[src/hdl/plbu_pkg.sv]
// shared constants, types and saturation helpers for the price ladder book updater
package plbu_pkg;

   localparam int LADDER_DEPTH  = 65536;
   localparam int WINDOW_LENGTH = 100;
   localparam int QTY_WIDTH     = 40;

   localparam int IDX_WIDTH       = $clog2(LADDER_DEPTH);
   localparam int PRICE_WIDTH     = 32;
   localparam int IN_QTY_WIDTH    = 40;
   localparam int THR_WIDTH       = 40;
   localparam int MSG_WIDTH       = 48;
   localparam int CMP_WIDTH       = 48;
   localparam int LEVEL_WIDTH     = 16;
   localparam int EVQ_WIDTH       = 40;
   localparam int OUT_TOTAL_WIDTH = 55;
   localparam int RING_AW         = (WINDOW_LENGTH > 1) ? $clog2(WINDOW_LENGTH) : 1;
   localparam int FILL_WIDTH      = $clog2(WINDOW_LENGTH + 1);
   localparam int TOTAL_WIDTH     = MSG_WIDTH + $clog2(WINDOW_LENGTH);

   localparam int REQ_TDATA_WIDTH = 80;
   localparam int RSP_TDATA_WIDTH = 200;
   localparam int CSR_ADDR_WIDTH  = 4;
   localparam int CSR_DATA_WIDTH  = 64;

   localparam logic [PRICE_WIDTH-1:0] BASE_RESET      = 32'd4400000;
   localparam logic [THR_WIDTH-1:0]   THRESHOLD_RESET = 40'd500000000;

   localparam logic [63:0] QTY_MAX64   = (64'd1 << QTY_WIDTH) - 64'd1;
   localparam logic [63:0] TOTAL_MAX64 = (64'd1 << OUT_TOTAL_WIDTH) - 64'd1;

   typedef enum logic [1:0] {
      ST_CLEAR,
      ST_IDLE,
      ST_LEVEL,
      ST_STEP
   } state_type;

   typedef enum logic [1:0] {
      EV_NONE    = 2'd0,
      EV_APPEAR  = 2'd1,
      EV_GONE    = 2'd2,
      EV_DROPPED = 2'd3
   } wall_event_type;

   typedef enum logic {
      KIND_LEVEL = 1'b0,
      KIND_END   = 1'b1
   } kind_type;

   typedef enum logic {
      REG_BASE      = 1'b0,
      REG_THRESHOLD = 1'b1
   } reg_index_type;

   typedef struct packed {
      logic [PRICE_WIDTH-1:0] base_price_ticks;
      logic [THR_WIDTH-1:0]   wall_threshold;
   } cfg_type;

   typedef struct packed {
      logic start;
      logic commit;
   } window_ctl_type;

   function automatic logic [QTY_WIDTH-1:0] sat_qty(input logic [IN_QTY_WIDTH-1:0] q);
      logic [63:0] q64;
      q64 = 64'(q);
      if (q64 > QTY_MAX64) return '1;
      return QTY_WIDTH'(q64);
   endfunction

   function automatic logic [MSG_WIDTH-1:0] sat_msg_add(input logic [MSG_WIDTH-1:0] a,
                                                        input logic [QTY_WIDTH-1:0] d);
      logic [MSG_WIDTH:0] s;
      s = (MSG_WIDTH+1)'(a) + (MSG_WIDTH+1)'(d);
      if (s[MSG_WIDTH]) return '1;
      return s[MSG_WIDTH-1:0];
   endfunction

   function automatic logic [OUT_TOTAL_WIDTH-1:0] sat_total(input logic [TOTAL_WIDTH-1:0] t);
      logic [63:0] t64;
      t64 = 64'(t);
      if (t64 > TOTAL_MAX64) return '1;
      return OUT_TOTAL_WIDTH'(t64);
   endfunction

endpackage

[src/hdl/plbu_csr.sv]
// configuration registers behind the apb-style port
module plbu_csr (
   input  logic                                clock,
   input  logic                                reset,
   input  logic                                csr_psel,
   input  logic                                csr_penable,
   input  logic                                csr_pwrite,
   input  logic [plbu_pkg::CSR_ADDR_WIDTH-1:0] csr_paddr,
   input  logic [plbu_pkg::CSR_DATA_WIDTH-1:0] csr_pwdata,
   output logic [plbu_pkg::CSR_DATA_WIDTH-1:0] csr_prdata,
   output logic                                csr_pready,
   output plbu_pkg::cfg_type                   cfg
);

   logic [plbu_pkg::PRICE_WIDTH-1:0] base_ff, base_in;
   logic [plbu_pkg::THR_WIDTH-1:0]   thr_ff, thr_in;
   plbu_pkg::reg_index_type          reg_sel;
   logic                             wr_strobe;

   // registers sit on 8-byte strides
   assign reg_sel   = plbu_pkg::reg_index_type'(csr_paddr[3]);
   assign wr_strobe = csr_psel && csr_penable && csr_pwrite && csr_pready;
   assign csr_pready = 1'b1;

   always_comb begin
      base_in = base_ff;
      thr_in  = thr_ff;
      if (wr_strobe) begin
         case (reg_sel)
            plbu_pkg::REG_BASE: begin
               base_in = csr_pwdata[plbu_pkg::PRICE_WIDTH-1:0];
            end
            plbu_pkg::REG_THRESHOLD: begin
               thr_in = csr_pwdata[plbu_pkg::THR_WIDTH-1:0];
            end
            default: begin
               base_in = base_ff;
            end
         endcase
      end
   end

   always_comb begin
      case (reg_sel)
         plbu_pkg::REG_BASE:      csr_prdata = plbu_pkg::CSR_DATA_WIDTH'(base_ff);
         plbu_pkg::REG_THRESHOLD: csr_prdata = plbu_pkg::CSR_DATA_WIDTH'(thr_ff);
         default:                 csr_prdata = '0;
      endcase
   end

   always_ff @(posedge clock) begin
      if (reset) begin
         base_ff <= plbu_pkg::BASE_RESET;
         thr_ff  <= plbu_pkg::THRESHOLD_RESET;
      end else begin
         base_ff <= base_in;
         thr_ff  <= thr_in;
      end
   end

   assign cfg.base_price_ticks = base_ff;
   assign cfg.wall_threshold   = thr_ff;

endmodule

[config.mk]
export PLATFORM = sky130hd
export DESIGN_NAME = plbu_csr
export DESIGN_NICKNAME = d
export VERILOG_FILES = /design/src/hdl/plbu_pkg.sv /design/src/hdl/plbu_csr.sv
export SDC_FILE = /design/constraint.sdc
export NUM_CORES = 1
export LEC_CHECK = 0
export BUFFER_PORTS_ARGS = -buffer_cell sky130_fd_sc_hd__buf_2
export CORE_ASPECT_RATIO = 1.5
export CORE_UTILIZATION = 28
export DETAILED_ROUTE_END_ITERATION = 10
export GPL_TIMING_DRIVEN = 0
export RECOVER_POWER = 100
export SLEW_MARGIN = 20
export SYNTH_ARGS = -nofsm -noshare
export SYNTH_HDL_FRONTEND = slang
export SYNTH_SLANG_ARGS = --single-unit
[constraint.sdc]
create_clock -name clock -period 1.6 [get_ports clock]
set_input_delay 0.24 -clock clock [delete_from_list [all_inputs] [get_ports clock]]
set_output_delay 0.24 -clock clock [all_outputs]
set_load 0.05 [all_outputs]
; Word level (Yosys, flattened, before mapping)
; Cells that the tools add are included.
[word_totals]
ram_bits = 0
in_bits = 73
output_inout_bits = 137
mem_count = 0
word_cells = 8
latchBits = 0
register_bits = 72
romBits = 0
[classes]
mux = 1
n_eq_ne = 0
n_lt_le_gt_ge = 0
div_mod_pow = 0
reduce_logical = 4
shifts = 0
multipliers = 0
bitwise_logic = 1
addsub = 0
[op_table]
columns = cell, n
row1 = $pmux 64 s2, 1
row2 = $reduce_and 2->1, 2
row3 = $logic_and 1x1->1, 2
row4 = $not 1->1, 1

; Longest topological paths before layout
[depth]
depth_word = 3
mapped_depth = 5
ltp_nobuf = 2

; Worst setup path after synthesis
; Ideal clock, no wire load.
[synth_timing]
path_type = reg2out
startpoint = register thr_ff[32] in the netlist's numbering
endpoint = output csr_prdata[32] in the netlist's numbering
required_time_ns = 1.360
arrival_ns = 1.128
path_buffers = 0
stages_incl_launch_ff = 2
slack_ns = 0.232
cell_sequence = dfxtp_1 -> and2_1
[synth_via]
elab_chain_len = 1
[synth_lines]
columns = element, line_no
row1 = "start, declared", plbu_csr.sv:16  ; logic [plbu_pkg::THR_WIDTH-1:0] thr_ff, thr_in;
row2 = "start signal, assigned", plbu_csr.sv:54  ; thr_ff <= plbu_pkg::THRESHOLD_RESET;
row3 = "start signal, assigned", plbu_csr.sv:57  ; thr_ff <= thr_in;
row4 = $pmux 64 s2, plbu_csr.sv:44  ; case (reg_sel)
row5 = "end, declared", plbu_csr.sv:10  ; output logic [plbu_pkg::CSR_DATA_WIDTH-1:0] csr_prdata,
; No other way between the ends. The select of a mux whose other input is x is not followed.

; Final worst setup path
[layout_timing]
startpoint = input csr_paddr[3] in the netlist's numbering
endpoint = output csr_prdata[18] in the netlist's numbering
[layout_via]
elab_chain_len = 2
[layout_lines]
columns = element, line_no
row1 = "start, declared", plbu_csr.sv:8  ; input logic [plbu_pkg::CSR_ADDR_WIDTH-1:0] csr_paddr,
row2 = $not 1->1, --
row3 = $pmux 64 s2 (*), plbu_csr.sv:44
; Mark *: on every way between the ends. The rest lies on a longest branch, timed or not. The select of a mux whose other input is x is not followed.

==> impl_metrics.yaml <==
status:
  outcome: "completed"
setup_path:
  crit_path_start: "csr_paddr[3]"
  cp_max_fo: 10
  required_ns: 1.36
  worstReg2RegEnd: "thr_ff[21]"
  ff2ff_setup_slack_ns: 0.93
  cp-end-kind: "output port"
  r2r-start: "thr_ff[21]"
  path_class: "in -> out"
  crit_path_start_kind: "primary input"
  worstRegToRegCells: 2
  crit_arrival_ns: 1.30
floorplanning:
  core_um2: 12600
  initial_core_util: 0.290
  die_w_um: 95.5
  io_pins: 210
  dieArea_um2: 13600
  fp-row-count: 50
  die_h_um: 142
pwr:
  finalPower_mw: 4.74
  power.internal_mw: 3.33
  power.switching_mw: 1.41
  power_leakage_nw: 2.13
  p_seq_frac: 0.394
  cellPowerDensity_nw_per_um2: 973
  p_comb_frac: 0.183
  p_sw_frac: 0.298
  clockPowerShare: 0.424
  ir_drop_v: 0.000437
detailed_routing:
  wl_per_cell_um: 15.0
  drt-total-wl_um: 10700
  vias: 3079
  drt_pass1_iterations: 4
  drt-vias-per-instance: 4.32
  drcViolationCount: 0
  antenna_left: 0
  drt_iter0_markers: 68
place:
  io_buffers: 155
  gp_congestion: 0.690
  dp_hpwl_um: 8030
logic_synthesis:
  yosysWarnings: 0
  ys_seq_area_frac: 0.393
  synthCells: 364
  synth_cell_type_count: 16
  synth.top_cells.by_area: "dfxtp_1, mux2i_1, nand2b_1, mux2_2, buf_4"
  synth.top_cell.area_share: 0.393
  synth_seq_cells: 72
  synth_area_um2: 3670
  yosysTopAreaCell: "dfxtp_1"
  avgSynthCellArea_um2: 10.1
finish:
  seqCellArea_um2: 1440
  final_common_cell: "nand2b_1"
  multi_input_area_um2: 1940
  area_delta_synth_final_pct: 32.6
  most-common-layout-cells: "nand2b_1, clkbuf_1, mux2i_1, dfxtp_1, buf_2"
  n_fill_cell: 1333
  nets: 626
  n_antenna_cell: 0
  drive_above_1_share: 0.303
clocking:
  cts_resized: 0
  cts_root_buffer: "clkbuf_16"
  cts_buffers: 9
  worstSkewPairLatency_ns: 0.33
  path_clk_slew_ns: 0.06
  cts_hold_buf: 0
  cts_tree: "built"
  clock_sinks: 72
  htree_num_levels: 3
  post_cts_buffers: 0
  clockBufferDepth: 2
global_route:
  antenna_found_initial: 0
  use_met2: 0.288
  use_met3: 0.0310
  grt_remaining_overflow: 0
  use_met1: 0.177
  grt_max_degree: 13
  grt_pass1_wl_um: 15800
  grt_usage: 0.158
  grt.busiest_layer: "met2"
  grt_pass1_vias: 2953
sta:
  hold_viol: 0
  finalSetupTns_ns: 0
  rsz0062_at_grt: "no"
  period_minus_slack_ns: 1.54
  setup_viol: 0
  worst_pin_slew_ns: 0.646
  finClkSkew_ns: 0
  drv_slew: 0
  fmax_ghz: 0.648
  relSlewSlack: 0.571
  finalCritPeriodShare: 0.964
min_path:
  hold_start: "csr_pwdata[35]"
  hold_path_class: "in -> reg"
  whs_endpoint: "thr_ff[35]"
  whs_path_depth: 3
flow_run:
  drv_cap: 0
==> cell families after synthesis <==
family,share of synthesized area
muxes,0.294
and+or+nand+nor,0.211
other,0.00205
buffers and inverters,0.0995
DFF,0.393
==> per-stage QoR <==
stage | utilization | area (um2) | std cells | hold slack [ns] | setup WS, ns
2_1_floorplan | - | 3760 | 387 | 0.395 | 0.232
3_3_place_gp | 0.374 | 4730 | 698 | 0.467 | 0.0631
3_5_place_dp | 0.374 | 4730 | 698 | 0.471 | 0.0611
4_1_cts | 0.398 | 5020 | 713 | 0.156 | 0.0555
5_1_grt | 0.385 | 4870 | 713 | 0.168 | 0.0157
6_report | 0.385 | 4870 | 713 | 0.165 | 0.0579
==> how the worst max path moves through the flow <==
stage | slack [ns] | end
after floorplan | 0.23 | csr_prdata[32]
after global placement | 0.06 | csr_prdata[31]
after detailed placement | 0.06 | csr_prdata[31]
after global routing | 0.02 | csr_prdata[17]
after CTS | 0.06 | csr_prdata[31]
final | 0.06 | csr_prdata[18]
==> cell type report <==
| cell class | instances | share of cell area |
|---|---|---|
| plain buffers | 50 | 0.0630 |
| clock inverters | 5 | 0.0118 |
| flip-flops and latches | 72 | 0.296 |
| repair buffers | 155 | 0.141 |
| multi-input cells | 265 | 0.399 |
| clock buffers | 10 | 0.0491 |
| well taps | 156 | 0.0401 |
==> worst max-delay path, stage by stage <==
cell and delay, ns:
buf_6 0.10, clkbuf_2 0.34, mux2_2 0.38, clkbuf_2 0.23
==> registers in the layout, indices dropped and copies added (netlist names) <==
name and cells:
base_ff 32, thr_ff 40
==> power by group through the flow <==
stage	Sequential (mW)	Clock, mW	Combinational [mW]
5_1_grt	1.87	2.14	0.917
3_5_place_dp	1.90	0	0.892
4_1_cts	1.86	2.05	0.894
3_3_place_gp	1.90	0	0.889
6_report	1.86	2.01	0.865
2_1_floorplan	2.04	0	0.546
==> routing by layer <==
| layer | vias to the layer above | part of all wire |
|---|---|---|
| met2 | 118 | 0.52 |
| li1 | 1530 | - |
| met1 | 1419 | 0.41 |
| met3 | 12 | 0.053 |
| met4 | 0 | 0.015 |
| met5 | - | 0 |
==> synthesized netlist by cell type, drive strengths merged <==
cell and number:
nand4b 1, and4b 1, mux2 32, nand4 1, and2 8, dfxtp 72, and4 1, clkbuf 9
nor2 36, conb 2, mux2i 72, nand2b 88, buf 41
Note: power is estimated with default switching activity, not from simulation.
