--- config.mk ---
export PLATFORM = sky130hd
export DESIGN_NAME = plbu_ram
export DESIGN_NICKNAME = d
export VERILOG_FILES = /design/src/hdl/plbu_ram.sv
export SDC_FILE = /design/constraint.sdc
export NUM_CORES = 1
export LEC_CHECK = 0
export ABC_CLOCK_PERIOD_IN_PS = 2600
export BUFFER_PORTS_ARGS = -buffer_cell sky130_fd_sc_hd__buf_4
export CORE_MARGIN = 4
export CORE_UTILIZATION = 52
export CTS_BUF_LIST = sky130_fd_sc_hd__clkbuf_4 sky130_fd_sc_hd__clkbuf_8 sky130_fd_sc_hd__clkbuf_16
export DETAILED_ROUTE_END_ITERATION = 8
export PLACE_DENSITY = 0.8
export SYNTH_ARGS = -nofsm -noshare
export SYNTH_HDL_FRONTEND = slang
export SYNTH_SLANG_ARGS = --single-unit
export TNS_END_PERCENT = 20
--- constraint.sdc ---
create_clock -name clock -period 2.6 [get_ports clock]
set_input_delay 0.13 -clock clock [delete_from_list [all_inputs] [get_ports clock]]
set_output_delay 0.13 -clock clock [all_outputs]
set_load 0.05 [all_outputs]
--- src/hdl/plbu_ram.sv ---
// generic single-port-write, single-port-read ram with registered read data
module plbu_ram #(
   parameter int WIDTH = 8,
   parameter int DEPTH = 16
) (
   input  logic                                         clock,
   input  logic                                         wr_en,
   input  logic [((DEPTH > 1) ? $clog2(DEPTH) : 1)-1:0] wr_addr,
   input  logic [WIDTH-1:0]                             wr_data,
   input  logic                                         rd_en,
   input  logic [((DEPTH > 1) ? $clog2(DEPTH) : 1)-1:0] rd_addr,
   output logic [WIDTH-1:0]                             rd_data
);

   logic [WIDTH-1:0] mem [DEPTH];
   logic [WIDTH-1:0] rd_data_ff;

   always_ff @(posedge clock) begin
      if (wr_en) begin
         mem[wr_addr] <= wr_data;
      end
      if (rd_en) begin
         rd_data_ff <= mem[rd_addr];
      end
   end

   assign rd_data = rd_data_ff;

endmodule

Word level (Yosys, flattened, before mapping):

Memories as Yosys holds them, arrays and structs flattened. A register that Yosys moved wholly into a read port is not among the register bits.
Index checks and enable logic that the tools add are counted.

* register bits after elaboration: 0
* RAM bits: 128
* input port bits: 19
* output and inout port bits: 8
* word-level logic and storage cells: 3
* memories: 1

Memories
* mem: words 16, width 8, rd ports 1, clocked after memory_dff 1, wr ports 1, RTL line 15 `logic [WIDTH-1:0] mem [DEPTH];`

* muxes and demuxes: 2

Operators with widths (number)
* 1-bit two-way mux: 2

Logic depth before layout (Yosys ltp):

Gate-level depths: netlist (run 1).

* word-level depth: 2
* gate-level depth with buffers: 5

Worst setup path before layout (run 1):

OpenSTA, ideal clock, no wires.

* kind: input port to flip-flop
* start point: input port wr_addr[2] (netlist name)
* end point: memory mem[0][0], enable pin
* setup time: 0.383 ns
* data arrival time: 1.240 ns
* required time: 2.217 ns
* setup slack: 0.977 ns
* stages on the path: 2
* cells stage by stage: or3b_2 nor3_1

RTL lines
* start, declared: RTL line 8 `input logic [((DEPTH > 1) ? $clog2(DEPTH) : 1)-1:0] wr_addr,`
* end, declared: RTL line 15

Straight into the memory's write port.

==> summary.txt, run 1 <==
Floorplan
  – Initial core utilization: 53.5%
  – I/O pin count: 27
  – Die Width: about 110 um
  – DIE AREA: 0.0117 sq mm
  – Die height: around 110 um
  – Core Area: 0.00977 sq mm
  – Core Rows: 36

Cells and area
  – Register Area: around 0.0041 sq mm
  – Share of cells above drive strength 1: between 20% and 30%
  – Final std cells w/o fill: 427
  – Most common cell after layout, fill and taps aside: edfxtp_1
  – Final Instance Area: 0.00627 sq mm
  – Nets@finish: 300
  – Ant diodes: 0
  – Commonest cells after routing, fill and taps aside: 136 x edfxtp_1, 34 x buf_4, 18 x mux4_2, 16 x a22oi_1, 16 x clkbuf_16
  – Multi-input logic area: between 0.001 and 0.0015 sq mm
  – Number of fill cells in the layout: 649
  – Area delta synth->final: 19.9%

Drt
  – WL/cell: 23.3 um
  – DRT Pass-1 Iters: 5
  – Vias per Instance: slightly below 6
  – Iteration-0 DRC Markers: approximately 210
  – Post-DRT Antenna Nets: 0
  – Drt drc: 0
  – Detailed Route WL: between 9 and 10 mm
  – Total number of vias: around 2,500

Clocking
  – CTS Buffer Depth: 2
  – Worst-Skew Late Latency: about 0.5 ns
  – Post-CTS Setup Bufs: 0
  – CTS Root Cell: clkbuf_8
  – CTS clock-pin slew for the worst setup and hold paths: about 0.060 ns
  – CTS tree: built
  – # clock sinks: 136
  – H-tree Lvls: 4
  – CTS Buf Count: 17

GRT
  – Grt total ovfl: 0
  – Largest net degree at the start of global routing: 33
  – Vias in the first global route: roughly 2,500
  – First-pass GRT wire length: around 15 mm
  – Total GRT Usage: a little under a fifth
  – Initial antenna violation count: 0

STA
  – Skew final: between 0.007 and 0.008 ns
  – Least-Margin Pin Slew: between 0.9 and 1 ns
  – Worst Hold Slack: ~0.13 ns
  – F_max: 671 MHz
  – Fin crit period: 1.49 ns
  – Final WS setup: about 1.1 ns
  – Crit share post-route: a little under three fifths
  – Unrepaired setup endpoints after global routing: no
  – Final Max Slew Viols: 0
  – Hold Fails Final Rpt: 0
  – Total Neg Setup Slack: 0 ns
  – Slew headroom: a little under two fifths
  – Final setup fails: 0

Setup path
  – CP startpoint: mem[15][7]$_DFFE_PP_
  – CP Launch Type: flip-flop
  – Setup CP Type: flip-flop to flip-flop
  – Arrival time worst endpoint: 1.74 ns
  – Critical path's slowest cell: mux4_2
  – Worst R2R Path Depth: 3
  – CP peak stage delay: about 0.5 ns
  – Worst r2r src: mem[15][7]$_DFFE_PP_
  – Number of cells on the critical path: 3
  – Worst R2R Setup Slack: approximately 1.1 ns
  – Reg2reg end: rd_data[7]$_DFFE_PP_
  – Critical Path Sink: rd_data[7]$_DFFE_PP_
  – CP Capture Type: flip-flop
  – Crit path max-delay family: multiplexers
  – Cells along the critical path: mux4_2, a22oi_1, nand2_1
  – Crit Path Max Fanout: 1
  – Bufs and invs on worst path: 0
  – CP required: ~2.9 ns

Synth
  – Post-Syn Nets: roughly 250
  – Post-Synthesis Cells: 229
  – Async SR Flop Fraction: 0%
  – Top-area cell type share of the netlist area: around four fifths
  – YS warnings: 0
  – Leading area contributor after synthesis: edfxtp_1
  – Main flop type after synthesis: edfxtp_1
  – Synth cell types: 18
  – Post-Syn Area: approximately 0.0052 sq mm
  – FF+latch count, synth: between 100 and 150
  – Seq/Total Area, Yosys: approximately four fifths
  – Top cells by area, synth: edfxtp_1 78%, mux4_2 7.8%, mux4_1 7.0%
  – Avg Cell Area, Syn: around 23 sq um
  – EDFF count, synth: 136

Place
  – Post-Place Cell Area: approximately 0.0056 sq mm
  – Placed cell count: between 300 and 400
  – Gpl congestion: approximately 0.74
  – Port Buf Inserts: 26
  – Pre-CTS setup slack: 0.702 ns
  – DP Wirelength: roughly 6.0 mm

Power
  – Leakage Power: roughly 2.1 nW
  – Max VDD drop: around 0.36 mV
  – PwrDens: between 800 and 900 mW/mm^2

Job
  – Max-Cap Viols: 0

Min path
  – Hold Path Class: input pin to flip-flop

Outcome
  – Status: finished clean
==> flip-flops by register name (all words and copies together), names as in the netlist <==
signal / cells
rd_data: 8
mem: 128
==> power by group <==
group | switching, mW | internal [mW] | total, mW
Combinational | 0.160 | 0.110 | 0.271
Clock | 0.899 | 1.56 | 2.46
Sequential | 0.0145 | 2.47 | 2.49
==> tightest hold or removal path, stage by stage <==
cell,delay (ns)
buf_4,0.11
nor3_1,0.05
buf_4,0.17
==> timing repair <==
item                                   CTS  global route
hold buffers                             9             0
endpoints found under the hold margin  136             0
gates resized for setup                  0             0
==> synth_stat cells (2+ instances only) <==
cell and instances:
mux4_2 18, nand2_1 9, buf_2 3, a22oi_1 16, mux4_1 14, nor3_1 4, nand2b_1 2, buf_6 3
nor2_1 13, edfxtp_1 136, nand3b_1 2, clkdlybuf4s25_2 3
==> layout make-up <==
type                            instances  share of cell area, %
Clock buffer                           17                   6.61
Clock inverter                         15                   3.23
Multi-Input combinational cell         83                   16.9
Sequential cell                       136                   65.1
Tap cell                              133                   2.65
Timing Repair Buffer                   43                   5.51
==> cells by family after synthesis <==
logic type             synth area share (%)
AO/OA/AOI/OAI                          2.30
buffers and inverters                  1.65
flip-flops                             78.1
multiplexers                           14.8
AND/OR/NAND/NOR                        3.14
==> worst min-delay path by stage <==
stage | endpoint | cells past startpoint | start | slack, ns
CTS | mem[12][6]$_DFFE_PP_ | 3 | wr_addr[0] | 0.12
global route | mem[12][6]$_DFFE_PP_ | 3 | wr_addr[0] | 0.14
finish | mem[12][1]$_DFFE_PP_ | 3 | wr_addr[0] | 0.13
floorplan | mem[0][0]$_DFFE_PP_ | 0 | wr_data[0] | 0.23
detailed placement | mem[5][1]$_DFFE_PP_ | 1 | wr_data[1] | 0.43
global placement | mem[4][1]$_DFFE_PP_ | 1 | wr_data[1] | 0.42
==> routing by layer <==
metal  GRT usage, %  vias to the layer above  wire length (um)
met4           7.84                        0               174
met3           4.36                        9               486
li1               -                     1083                 -
met5              0                        -                 0
met2           28.3                       98              5050
met1           26.2                     1297              4220
==> metrics by stage <==
step / util [%] / power [mW]
6_report: 64.1 / 5.21
5_1_grt: 64.1 / 5.37
4_1_cts: 64.1 / 5.24
3_5_place_dp: 56.9 / 2.79
3_3_place_gp: 56.9 / 2.78
2_1_floorplan: - / 2.69
(Power assumes the default switching activity.)
==> run 2, diff against run 1 <==
ABC_CLOCK_PERIOD_IN_PS = 1280   (was 2600)
PLACE_DENSITY = 0.83   (was 0.8)
clock period = 1.28 ns   (was 2.6 ns; I/O delays follow)
==> run 2 against run 1 <==
Effect of this change: the flow now finishes with violations (setup timing); hold slack worse by 0.063 ns; cell count grew 4.4%; power increased by 100%; setup slack got worse by 1.3 ns; non-clock buffer count up 19; highest routed layer unchanged; critical path type unchanged; sequential power rose by 100%; cell area grew 3.1%; die area is the same; sequential cell count unchanged; via count increased by 0.24%; core utilization up 2.0 points.
==> summary.txt, run 2 (synthesized netlist as in run 1, its figures left out) <==
Cells and area
  – Commonest cells after routing, fill and taps aside: 136 x edfxtp_1, 49 x buf_4, 29 x mux4_2, 16 x clkbuf_16, 13 x nor2_1
  – Most flop-heavy register: mem
  – Multi-input logic area: 0.00105 sq mm (-0.59%)
  – Final std cells w/o fill: 446 (+4.4%)
  – Final Util: 66.1% (+2.0 points)
  – Final Instance Area: 0.00646 sq mm (+3.1%)
  – Share of cells above drive strength 1: 39.0% (+10 points)
  – Nets@finish: 319 (+6.3%)
  – Number of fill cells in the layout: 607 (-6.5%)
  – Register Area: 0.00408 sq mm (unchanged)
  – Max FFs per register: 128 (unchanged)
  – Ant diodes: 0 (unchanged)
  – Most common cell after layout, fill and taps aside: edfxtp_1
  – Area delta synth->final: 23.6%

Drt
  – Vias per Instance: 5.59 (-4.0%)
  – Iteration-0 DRC Markers: 202 (-2.9%)
  – Detailed Route WL: 10.2 mm (+2.9%)
  – Drt drc: 0 (unchanged)
  – DRT Pass-1 Iters: 4 (-1)
  – Total number of vias: 2,493 (+0.24%)
  – WL/cell: 22.9 um (-1.5%)
  – Post-DRT Antenna Nets: 0 (unchanged)

Clocking
  – # clock sinks: 136 (unchanged)
  – Post-CTS Setup Bufs: 0 (unchanged)
  – CTS clock-pin slew for the worst setup and hold paths: 0.06 ns (about the same)
  – CTS Buf Count: 17 (unchanged)
  – CTS Root Cell: clkbuf_8
  – H-tree Lvls: 4 (unchanged)
  – CTS Buffer Depth: 2 (unchanged)
  – Worst-Skew Late Latency: 0.52 ns (about the same)
  – CTS tree: built

Setup path
  – CP Launch Type: flip-flop
  – CP required: 1.54 ns (-1.31 ns)
  – Arrival time worst endpoint: 1.69 ns (-0.05 ns)
  – Worst r2r src: mem[3][2]$_DFFE_PP_
  – Worst R2R Setup Slack: -0.15 ns (-1.26 ns)
  – Reg2reg end: rd_data[2]$_DFFE_PP_
  – Worst R2R Path Depth: 3 (unchanged)
  – Crit Path Max Fanout: 1 (unchanged)
  – CP Capture Type: flip-flop
  – Setup CP Type: flip-flop to flip-flop

STA
  – Hold Fails Final Rpt: 0 (unchanged)
  – Total Neg Setup Slack: -0.921 ns (-0.921 ns)
  – Final WS setup: -0.146 ns (-1.26 ns)
  – Crit share post-route: 111% (+54 points)
  – Skew final: 0.00490 ns (-0.00262 ns)
  – Final Max Slew Viols: 0 (unchanged)
  – F_max: 701 MHz (+4.5%)
  – Unrepaired setup endpoints after global routing: yes
  – Worst Hold Slack: 0.0697 ns (-0.0630 ns)
  – Slew headroom: 44.5% (+6.5 points)
  – Fin crit period: 1.43 ns (-0.0642 ns)
  – Final setup fails: 8 (+8)
  – Least-Margin Pin Slew: 0.830 ns (-0.0961 ns)

Outcome
  – Status: complete, but fails checks
  – Failing checks: setup timing

Floorplan
  – Die height: 108 um (unchanged)
  – DIE AREA: 0.0117 sq mm (unchanged)
  – Core Area: 0.00977 sq mm (unchanged)
  – Core Rows: 36 (unchanged)
  – Die Width: 108 um (unchanged)
  – I/O pin count: 27 (unchanged)
  – Initial core utilization: 53.5% (unchanged)

Place
  – Placed cell count: 405 (+4.9%)
  – Port Buf Inserts: 26 (unchanged)
  – Gpl congestion: 0.778 (+4.6%)
  – Post-Place Cell Area: 0.00573 sq mm (+3.1%)
  – DP Wirelength: 6.49 mm (+8.2%)
  – Pre-CTS setup slack: -0.325 ns (-1.03 ns)

Power
  – Max VDD drop: 0.958 mV (+160%)
  – Overall power: 10.7 mW (+100%)
  – PwrDens: 1650 mW/mm^2 (+99%)
  – Leakage Power: 2.17 nW (+3.3%)

Min path
  – Hold Path Class: input pin to flip-flop
  – WHS Endpoint: mem[0][1]$_DFFE_PP_
  – Hold path start: wr_addr[0]
  – Hold Crit Depth: 3 (unchanged)

GRT
  – Vias in the first global route: 2,772 (+10%)
  – Largest net degree at the start of global routing: 20 (-39%)
  – Initial antenna violation count: 0 (unchanged)
  – Total GRT Usage: 19.9% (+1.3 points)
  – First-pass GRT wire length: 16.3 mm (+9.2%)
  – Grt total ovfl: 0 (unchanged)

Job
  – Max-Cap Viols: 0 (unchanged)
-- run 2: timing repair --
item                                   CTS  global route
setup endpoints to repair                8             8
resized for setup                        8             2
endpoints found under the hold margin  136             0
hold buffers                             9             0
pin swaps                                2             1
-- run 2: layer usage --
layer / part of all wire (%) / track usage, %
met4: 1.8 / 7.57
met3: 6.9 / 5.67
met2: 51 / 31.5
met5: 0 / 0
met1: 40 / 26.6
-- run 2: cell type report --
cell class,instances,share of cell area (%)
Timing Repair Buffer,62,8.33
Sequential cell,136,63.2
Clock buffer,18,6.53
Multi-Input combinational cell,83,16.3
Tap cell,133,2.58
Clock inverter,14,3.10
-- run 2: worst max-delay path: stages, from the launching register on --
cell	delay (ns)
edfxtp_1	0.36
mux4_2	0.49
a22oi_2	0.21
nand2_1	0.10
-- run 2: report_power, final --
group | switching, mW | internal (mW)
logic | 0.350 | 0.277
clock network | 1.81 | 3.19
registers | 0.0321 | 5.02
-- run 2: worst max-delay path by stage --
| stage | depth (start not counted) | endpoint | startpoint | slack [ns] |
|---|---|---|---|---|
| floorplan | 2 | mem[3][0]$_DFFE_PP_ | wr_addr[2] | -0.05 |
| global placement | 5 | rd_data[7]$_DFFE_PP_ | rd_addr[0] | -0.28 |
| detailed placement | 5 | rd_data[2]$_DFFE_PP_ | rd_addr[0] | -0.33 |
| CTS | 3 | rd_data[2]$_DFFE_PP_ | mem[2][2]$_DFFE_PP_ | -0.14 |
| global route | 3 | rd_data[2]$_DFFE_PP_ | mem[2][2]$_DFFE_PP_ | -0.18 |
| finish | 3 | rd_data[2]$_DFFE_PP_ | mem[3][2]$_DFFE_PP_ | -0.15 |
